**config.mk**
```make
export PLATFORM = sky130hd
export DESIGN_NAME = gregorian_day_span
export DESIGN_NICKNAME = d
export VERILOG_FILES = /design/src/hw/rtl/gds_pkg.sv /design/src/hw/rtl/gds_div.sv /design/src/hw/rtl/gregorian_day_span.sv
export SDC_FILE = /design/constraint.sdc
export NUM_CORES = 2
export LEC_CHECK = 0
export ABC_AREA = 1
export BUFFER_PORTS_ARGS = -buffer_cell sky130_fd_sc_hd__buf_4
export CAP_MARGIN = 20
export CORE_MARGIN = 2
export CORE_UTILIZATION = 30
export DETAILED_ROUTE_END_ITERATION = 12
export HOLD_SLACK_MARGIN = 0.03
export SETUP_SLACK_MARGIN = 0.15
export SYNTH_ARGS = -nofsm -noshare
export SYNTH_HDL_FRONTEND = slang
export SYNTH_HIERARCHICAL = 1
export SYNTH_SLANG_ARGS = --single-unit
```
**constraint.sdc**
```tcl
create_clock -name clk -period 16.9 [get_ports clk]
set_clock_uncertainty 0.05 [all_clocks]
set_input_delay 1.69 -clock clk [delete_from_list [all_inputs] [get_ports clk]]
set_output_delay 1.69 -clock clk [all_outputs]
set_load 0.02 [all_outputs]
```
**src/hw/rtl/gds_pkg.sv**
```systemverilog
// shared types, constants and calendar functions for the day span block
package gds_pkg;

  localparam int NUM_W  = 27;  // divider dividend and quotient width
  localparam int DEN_W  = 14;  // divider divisor and remainder width
  localparam int YEAR_W = 14;
  localparam int MON_W  = 7;
  localparam int DAY_W  = 7;
  localparam int DNUM_W = 23;  // day number since year zero
  localparam int CNT_W  = 22;

  localparam logic [DEN_W-1:0] DIV_YEAR  = DEN_W'(10000);
  localparam logic [DEN_W-1:0] DIV_MONTH = DEN_W'(100);
  localparam logic [DEN_W-1:0] DIV_CENT  = DEN_W'(100);
  localparam logic [DEN_W-1:0] DIV_QUAD  = DEN_W'(400);

  localparam logic [8:0]        DAYS_PER_YEAR = 9'd365;
  localparam logic [CNT_W-1:0]  COUNT_MAX     = {CNT_W{1'b1}};

  typedef struct packed {
    logic             start;
    logic [NUM_W-1:0] dividend;
    logic [DEN_W-1:0] divisor;
  } div_req_t;

  typedef struct packed {
    logic             done;
    logic [NUM_W-1:0] quotient;
    logic [DEN_W-1:0] remainder;
  } div_rsp_t;

  function automatic logic [4:0] month_len(input logic [MON_W-1:0] m, input logic leap);
    logic [4:0] len;
    case (m)
      7'd1, 7'd3, 7'd5, 7'd7, 7'd8, 7'd10, 7'd12: len = 5'd31;
      7'd4, 7'd6, 7'd9, 7'd11:                    len = 5'd30;
      7'd2:                                       len = leap ? 5'd29 : 5'd28;
      default:                                    len = 5'd0;
    endcase
    return len;
  endfunction

  // days in the months before month m of a common year
  function automatic logic [8:0] days_before(input logic [MON_W-1:0] m);
    logic [8:0] n;
    case (m)
      7'd1:    n = 9'd0;
      7'd2:    n = 9'd31;
      7'd3:    n = 9'd59;
      7'd4:    n = 9'd90;
      7'd5:    n = 9'd120;
      7'd6:    n = 9'd151;
      7'd7:    n = 9'd181;
      7'd8:    n = 9'd212;
      7'd9:    n = 9'd243;
      7'd10:   n = 9'd273;
      7'd11:   n = 9'd304;
      7'd12:   n = 9'd334;
      default: n = 9'd0;
    endcase
    return n;
  endfunction

endpackage

```
**src/hw/rtl/gds_div.sv**
```systemverilog
// constant divider by reciprocal multiplication, stepping through multiply, shift and remainder
module gds_div import gds_pkg::*; (
  input  logic     clk,
  input  logic     rst_n,
  input  div_req_t req,
  output div_rsp_t rsp
);

  localparam int RECIP_W = 28;
  localparam int PROD_W  = NUM_W + RECIP_W;
  localparam int SH_W    = 6;
  localparam int BACK_W  = NUM_W + DEN_W;

  // reciprocals rounded up, exact floor division for any 27-bit dividend
  localparam logic [RECIP_W-1:0] RECIP_YEAR = 28'd219902326;  // 2^41 / 10000
  localparam logic [SH_W-1:0]    SHIFT_YEAR = 6'd41;
  localparam logic [RECIP_W-1:0] RECIP_QUAD = 28'd171798692;  // 2^36 / 400
  localparam logic [SH_W-1:0]    SHIFT_QUAD = 6'd36;
  localparam logic [RECIP_W-1:0] RECIP_HUND = 28'd171798692;  // 2^34 / 100
  localparam logic [SH_W-1:0]    SHIFT_HUND = 6'd34;

  localparam logic [1:0] ST_MUL   = 2'd0;
  localparam logic [1:0] ST_SHIFT = 2'd1;
  localparam logic [1:0] ST_REM   = 2'd2;

  logic               busy_r;
  logic               done_r;
  logic [1:0]         step_r;
  logic [NUM_W-1:0]   num_r;
  logic [DEN_W-1:0]   den_r;
  logic [RECIP_W-1:0] recip_r;
  logic [SH_W-1:0]    sh_r;
  logic [PROD_W-1:0]  prod_r;
  logic [NUM_W-1:0]   quo_r;
  logic [DEN_W-1:0]   rem_r;

  logic [RECIP_W-1:0] recip_sel;
  logic [SH_W-1:0]    sh_sel;
  logic [NUM_W-1:0]   quo_nxt;
  logic [BACK_W-1:0]  back_nxt;
  logic [DEN_W-1:0]   rem_nxt;

  always_comb begin
    // any other divisor is taken as 100
    case (req.divisor)
      DIV_YEAR: begin
        recip_sel = RECIP_YEAR;
        sh_sel    = SHIFT_YEAR;
      end
      DIV_QUAD: begin
        recip_sel = RECIP_QUAD;
        sh_sel    = SHIFT_QUAD;
      end
      default: begin
        recip_sel = RECIP_HUND;
        sh_sel    = SHIFT_HUND;
      end
    endcase
    quo_nxt  = NUM_W'(prod_r >> sh_r);
    back_nxt = BACK_W'(quo_r) * BACK_W'(den_r);
    rem_nxt  = DEN_W'(BACK_W'(num_r) - back_nxt);
  end

  always_ff @(posedge clk) begin
    if (!rst_n) begin
      busy_r <= 1'b0;
      done_r <= 1'b0;
      step_r <= ST_MUL;
    end else begin
      done_r <= busy_r && !req.start && (step_r == ST_REM);
      if (req.start) begin
        busy_r <= 1'b1;
        step_r <= ST_MUL;
      end else if (busy_r) begin
        case (step_r)
          ST_MUL:   step_r <= ST_SHIFT;
          ST_SHIFT: step_r <= ST_REM;
          default: begin
            busy_r <= 1'b0;
            step_r <= ST_MUL;
          end
        endcase
      end
    end
  end

  always_ff @(posedge clk) begin
    if (req.start) begin
      num_r   <= req.dividend;
      den_r   <= req.divisor;
      recip_r <= recip_sel;
      sh_r    <= sh_sel;
    end else if (busy_r) begin
      case (step_r)
        ST_MUL:   prod_r <= PROD_W'(num_r) * PROD_W'(recip_r);
        ST_SHIFT: quo_r  <= quo_nxt;
        default:  rem_r  <= rem_nxt;
      endcase
    end
  end

  assign rsp.done      = done_r;
  assign rsp.quotient  = quo_r;
  assign rsp.remainder = rem_r;

endmodule

```
**src/hw/rtl/gregorian_day_span.sv**
```systemverilog
// inclusive day count between two packed decimal gregorian dates
//
// Each input item carries two dates packed as decimal YYYYMMDD, in either
// order. The result item gives the number of days from the earlier to the
// later date with both ends counted, or date_error with a count of 0 when
// either date has a bad month or day. Spans beyond 22 bits saturate.
// Channels use valid/stall: an item moves on a rising edge with valid high
// and stall low. in_stall is high from the edge that takes an item until
// its result has been loaded into the output register.
// Each date is decoded by four passes through one shared constant divider
// (by 10000, 100, 100 and 400), followed by the S_MUL and S_ADD states that
// form the day number. One item is in flight at a time; a new item is taken
// once the result of the last has been loaded. A finished result waits in the
// output register while out_stall is high; the next item can be accepted
// during that wait, but its result is held back until the register empties.
// Synchronous active-low reset empties the output register and returns the
// sequencer to idle; no clearing pass is needed.
module gregorian_day_span import gds_pkg::*; (
  input  logic                clk,
  input  logic                rst_n,
  input  logic                in_valid,
  output logic                in_stall,
  input  logic [NUM_W-1:0]    in_first_date,
  input  logic [NUM_W-1:0]    in_second_date,
  output logic                out_valid,
  input  logic                out_stall,
  output logic [CNT_W-1:0]    out_day_count,
  output logic                out_date_error
);

  localparam logic [2:0] S_IDLE  = 3'd0;
  localparam logic [2:0] S_DIVST = 3'd1;
  localparam logic [2:0] S_DIVW  = 3'd2;
  localparam logic [2:0] S_MUL   = 3'd3;
  localparam logic [2:0] S_ADD   = 3'd4;
  localparam logic [2:0] S_FIN   = 3'd5;

  localparam logic [1:0] PH_YEAR  = 2'd0;
  localparam logic [1:0] PH_MONTH = 2'd1;
  localparam logic [1:0] PH_CENT  = 2'd2;
  localparam logic [1:0] PH_QUAD  = 2'd3;

  localparam int EXT_W = 13;

  logic [2:0]        state_r;
  logic [1:0]        phase_r;
  logic              sel_r;
  logic [NUM_W-1:0]  a_r, b_r;
  logic [YEAR_W-1:0] y_r;
  logic [DEN_W-1:0]  tmp_r;
  logic [MON_W-1:0]  m_r;
  logic [DAY_W-1:0]  d_r;
  logic [7:0]        q100_r;
  logic [6:0]        r100_r;
  logic [5:0]        q400_r;
  logic [8:0]        r400_r;
  logic [DNUM_W-1:0] mul_r;
  logic [EXT_W-1:0]  extra_r;
  logic              err_r;
  logic [DNUM_W-1:0] n1_r, n2_r;
  logic              out_valid_r;
  logic [CNT_W-1:0]  out_count_r;
  logic              out_err_r;

  div_req_t          div_req;
  div_rsp_t          div_rsp;

  logic              in_take;
  logic              out_take;
  logic              out_free;
  logic              leap;
  logic [4:0]        len;
  logic              date_ok;
  logic [EXT_W-1:0]  ceil4, ceil100, ceil400;
  logic [EXT_W-1:0]  extra_nxt;
  logic [DNUM_W-1:0] mul_nxt;
  logic [DNUM_W-1:0] n_nxt;
  logic [DNUM_W:0]   span;
  logic [CNT_W-1:0]  count_nxt;
  logic [YEAR_W:0]   y_plus3;

  assign in_stall = (state_r != S_IDLE);
  assign in_take  = in_valid && !in_stall;
  assign out_take = out_valid_r && !out_stall;
  assign out_free = !out_valid_r || !out_stall;

  gds_div u_div (
    .clk   (clk),
    .rst_n (rst_n),
    .req   (div_req),
    .rsp   (div_rsp)
  );

  always_comb begin
    div_req.start    = (state_r == S_DIVST);
    div_req.dividend = sel_r ? b_r : a_r;
    div_req.divisor  = DIV_YEAR;
    case (phase_r)
      PH_YEAR: begin
        div_req.dividend = sel_r ? b_r : a_r;
        div_req.divisor  = DIV_YEAR;
      end
      PH_MONTH: begin
        div_req.dividend = NUM_W'(tmp_r);
        div_req.divisor  = DIV_MONTH;
      end
      PH_CENT: begin
        div_req.dividend = NUM_W'(y_r);
        div_req.divisor  = DIV_CENT;
      end
      PH_QUAD: begin
        div_req.dividend = NUM_W'(y_r);
        div_req.divisor  = DIV_QUAD;
      end
      default: begin
        div_req.dividend = sel_r ? b_r : a_r;
        div_req.divisor  = DIV_YEAR;
      end
    endcase
  end

  // leap test and day number pieces from the decoded date
  always_comb begin
    leap      = ((y_r[1:0] == 2'd0) && (r100_r != 7'd0)) || (r400_r == 9'd0);
    len       = month_len(m_r, leap);
    date_ok   = (len != 5'd0) && (d_r != 7'd0) && (d_r <= DAY_W'(len));
    y_plus3   = {1'b0, y_r} + (YEAR_W+1)'(3);
    ceil4     = EXT_W'(y_plus3 >> 2);
    ceil100   = EXT_W'(q100_r) + EXT_W'(r100_r != 7'd0);
    ceil400   = EXT_W'(q400_r) + EXT_W'(r400_r != 9'd0);
    extra_nxt = ceil4 - ceil100 + ceil400 + EXT_W'(days_before(m_r))
              + EXT_W'(leap && (m_r > 7'd2)) + EXT_W'(d_r) - EXT_W'(1);
    mul_nxt   = DNUM_W'(y_r) * DNUM_W'(DAYS_PER_YEAR);
    n_nxt     = mul_r + DNUM_W'(extra_r);
  end

  always_comb begin
    span = {1'b0, n2_r} - {1'b0, n1_r} + (DNUM_W+1)'(1);
    if (err_r) begin
      count_nxt = '0;
    end else if (n2_r < n1_r) begin
      count_nxt = CNT_W'(1);
    end else if (span > (DNUM_W+1)'(COUNT_MAX)) begin
      count_nxt = COUNT_MAX;
    end else begin
      count_nxt = span[CNT_W-1:0];
    end
  end

  always_ff @(posedge clk) begin
    if (!rst_n) begin
      state_r     <= S_IDLE;
      out_valid_r <= 1'b0;
    end else begin
      if ((state_r == S_FIN) && out_free) begin
        out_valid_r <= 1'b1;
      end else if (out_take) begin
        out_valid_r <= 1'b0;
      end
      case (state_r)
        S_IDLE: begin
          if (in_take) begin
            state_r <= S_DIVST;
          end
        end
        S_DIVST: state_r <= S_DIVW;
        S_DIVW: begin
          if (div_rsp.done) begin
            state_r <= (phase_r == PH_QUAD) ? S_MUL : S_DIVST;
          end
        end
        S_MUL: state_r <= S_ADD;
        S_ADD: state_r <= sel_r ? S_FIN : S_DIVST;
        S_FIN: begin
          if (out_free) begin
            state_r <= S_IDLE;
          end
        end
        default: state_r <= S_IDLE;
      endcase
    end
  end

  always_ff @(posedge clk) begin
    case (state_r)
      S_IDLE: begin
        if (in_take) begin
          // numerically smaller packed date goes first
          if (in_first_date > in_second_date) begin
            a_r <= in_second_date;
            b_r <= in_first_date;
          end else begin
            a_r <= in_first_date;
            b_r <= in_second_date;
          end
          phase_r <= PH_YEAR;
          sel_r   <= 1'b0;
          err_r   <= 1'b0;
        end
      end
      S_DIVW: begin
        if (div_rsp.done) begin
          case (phase_r)
            PH_YEAR: begin
              y_r   <= div_rsp.quotient[YEAR_W-1:0];
              tmp_r <= div_rsp.remainder;
            end
            PH_MONTH: begin
              m_r <= div_rsp.quotient[MON_W-1:0];
              d_r <= div_rsp.remainder[DAY_W-1:0];
            end
            PH_CENT: begin
              q100_r <= div_rsp.quotient[7:0];
              r100_r <= div_rsp.remainder[6:0];
            end
            PH_QUAD: begin
              q400_r <= div_rsp.quotient[5:0];
              r400_r <= div_rsp.remainder[8:0];
            end
            default: ;
          endcase
          phase_r <= phase_r + 2'd1;
        end
      end
      S_MUL: begin
        mul_r   <= mul_nxt;
        extra_r <= extra_nxt;
        err_r   <= err_r || !date_ok;
      end
      S_ADD: begin
        if (sel_r) begin
          n2_r <= n_nxt;
        end else begin
          n1_r <= n_nxt;
        end
        sel_r   <= 1'b1;
        phase_r <= PH_YEAR;
      end
      S_FIN: begin
        if (out_free) begin
          out_count_r <= count_nxt;
          out_err_r   <= err_r;
        end
      end
      default: ;
    endcase
  end

  assign out_valid      = out_valid_r;
  assign out_day_count  = out_count_r;
  assign out_date_error = out_err_r;

  // a taken item keeps the input side closed on the next cycle
  a_busy_after_take: assert property (@(posedge clk) disable iff (!rst_n)
    in_take |=> in_stall)
    else $error("input not stalled after item taken");

  // divider finishes only while the sequencer waits on it
  a_div_done_in_wait: assert property (@(posedge clk) disable iff (!rst_n)
    div_rsp.done |-> (state_r == S_DIVW))
    else $error("divider done outside wait state");

  // a flagged result carries no count, a clean one at least one day
  a_err_count: assert property (@(posedge clk) disable iff (!rst_n)
    out_valid_r |-> (out_err_r == (out_count_r == '0)))
    else $error("error flag and day count disagree");

  // a new result is only loaded into an empty or draining output register
  a_no_overwrite: assert property (@(posedge clk) disable iff (!rst_n)
    (state_r == S_FIN) && out_valid_r && out_stall |=> out_valid_r && $stable(out_count_r))
    else $error("pending result overwritten");

endmodule
```
==> impl_metrics.toml <==
[run_status]
status = "complete, no violations"

[clock_network]
cts_root_buf = "clkbuf_16"
cts_tree = "yes"
cts_buffers = 43
clock_latency_ns = 0.59
cts_sinks = 349
h-tree-depth = 2
clk_pin_slew_ns = 0.06
post_cts_resized = 0
post_cts_buffers = 0
clk_path_buf_depth = 3
hold_buffers = 0

[global_route]
grt_pass1_vias = 31600
grt_max_degree = 57
gr-usage-all-layers_pct = 15.8
gr-total-overflow = 0
grt_pass1_wl_mm = 179
antenna_found_initial = 1

[layout]
fill_cells = 14600
layout.nets = 5947
mostFrequentLayoutCell = "inv_1"
syn_to_final_growth_pct = 10.0
multi_input_area_sq_mm = 0.0276
drive_gt1_share_pct = 5.75
layout_common_cells = "1178 x inv_1, 883 x nand2_1, 568 x fa_1"
finalNonFillerCells = 6708
antennaDiodeCount = 0
fin_util_pct = 33.2
seqCellArea_sq_mm = 0.0103

[die]
die_h_um = 381
start_util_pct = 30.2
boundaryPins = 83
std_cell_rows = 138
die_area_sq_mm = 0.145
die_width_um = 381
core_area_sq_mm = 0.141

[synthesis]
ys_warn_count = 6
syn-cell-area_sq_mm = 0.0427
syn_inst = 4695
syn_area_per_cell_sq_um = 9.10

[drt]
wl_per_cell_um = 16.9
route.detailed.drc = 0
drt-total-wl_mm = 113
first_iter_violations = 2057
ant_nets = 0
vias_per_cell = 4.56
drt_first_pass_iters = 5
via_count = 30600

[timing]
period_share_pct = 43.1
setup_slack_ns = 9.61
worst_pin_slew_ns = 0.973
slew-limit-headroom_pct = 35.1
rsz0062_at_grt = "no"
fin_setup_tns_ns = 0
report.final.hold_viol_count = 0
fmax_mhz = 137
fin_crit_ns = 7.29
finalMaxSlewViolations = 0
finalSetupViolCount = 0

[critical_path]
crit_arrival_ns = 7.57
criticalPathCategory = "flip-flop to flip-flop"
path_max_fanout = 8
crit_required_ns = 17.19
cp-end-kind = "flip-flop"
start_kind = "flip-flop"

[placed_design]
gp_congestion = 0.961
pre_cts_ws_ns = 9.52
dp_hpwl_mm = 96.8
io_buffers = 82
dpl.cell_count = 6628

[min_path]
hold_path_class = "flip-flop to flip-flop"

[run]
maxCapViolations = 0
-- stage by stage --
| step | area (sq um) | hold slack (ns) |
|---|---|---|
| final | 47000 | 0.369 |
| after global routing | 47000 | 0.383 |
| after CTS | 47000 | 0.367 |
| after detailed placement | 45600 | 0.356 |
| after global placement | 45600 | 0.353 |
| after floorplan | 42700 | 0.350 |
-- flip-flops by register name, indices dropped and copies added (netlist names), 9 cells and up, named ones only --
register / cells
n2_r: 23
out_day_count: 22
u_div/prod_r: 23
r400_r: 9
extra_r: 13
a_r: 27
mul_r: 23
b_r: 27
u_div/num_r: 27
u_div/rem_r: 14
u_div/quo_r: 14
tmp_r: 14
u_div/den_r: 14
n1_r: 23
y_r: 14
-- layout make-up --
cell class              count  area share, %
flip-flops and latches    349           21.9
multi-input cells        3088           58.7
inverters                1197           9.56
repair buffers            106           1.74
clock buffers              46           2.31
clock inverters            32          0.674
well taps                1890           5.03
-- final timing paths --
kind,start,to,slack (ns),depth (start not counted)
worst max-delay path,u_div/num_r[12]$_DFFE_PP_,u_div/prod_r[42]$_DFFE_PP_,9.61,23
worst min-delay path,u_div/rem_r[11]$_DFFE_PP_,tmp_r[11]$_DFFE_PP_,0.37,0
worst max register to register,u_div/num_r[12]$_DFFE_PP_,u_div/prod_r[42]$_DFFE_PP_,9.61,23
worst min register to register,u_div/rem_r[11]$_DFFE_PP_,tmp_r[11]$_DFFE_PP_,0.37,0
-- critical path: stages (launching register included) --
cell and delay (ns):
edfxtp_1 0.73, inv_1 0.45, fa_1 0.63, fa_1 0.51
inv_1 0.07, fa_1 0.50, inv_1 0.05, fa_1 0.47
inv_1 0.06, fa_1 0.52, fa_1 0.55, inv_1 0.06
fa_1 0.55, inv_1 0.05, ha_1 0.40, nand2_1 0.14
nor2_1 0.25, nand2_1 0.10, nor3_1 0.47, nand2_1 0.13
nand3_2 0.10, nand2_1 0.07, nand3_1 0.07, nand2_1 0.06
-- per-layer routing --
layer	share of wire, %	up-vias	track usage (%)
li1	-	14700	-
met1	45	14900	21.4
met2	47	767	26.8
met3	4.7	155	1.57
met4	3.0	0	4.22
met5	0	-	0
Power is left out: the tool's default activity adds up to more than one toggle a clock period on the data nets, which glitch-free logic cannot reach.
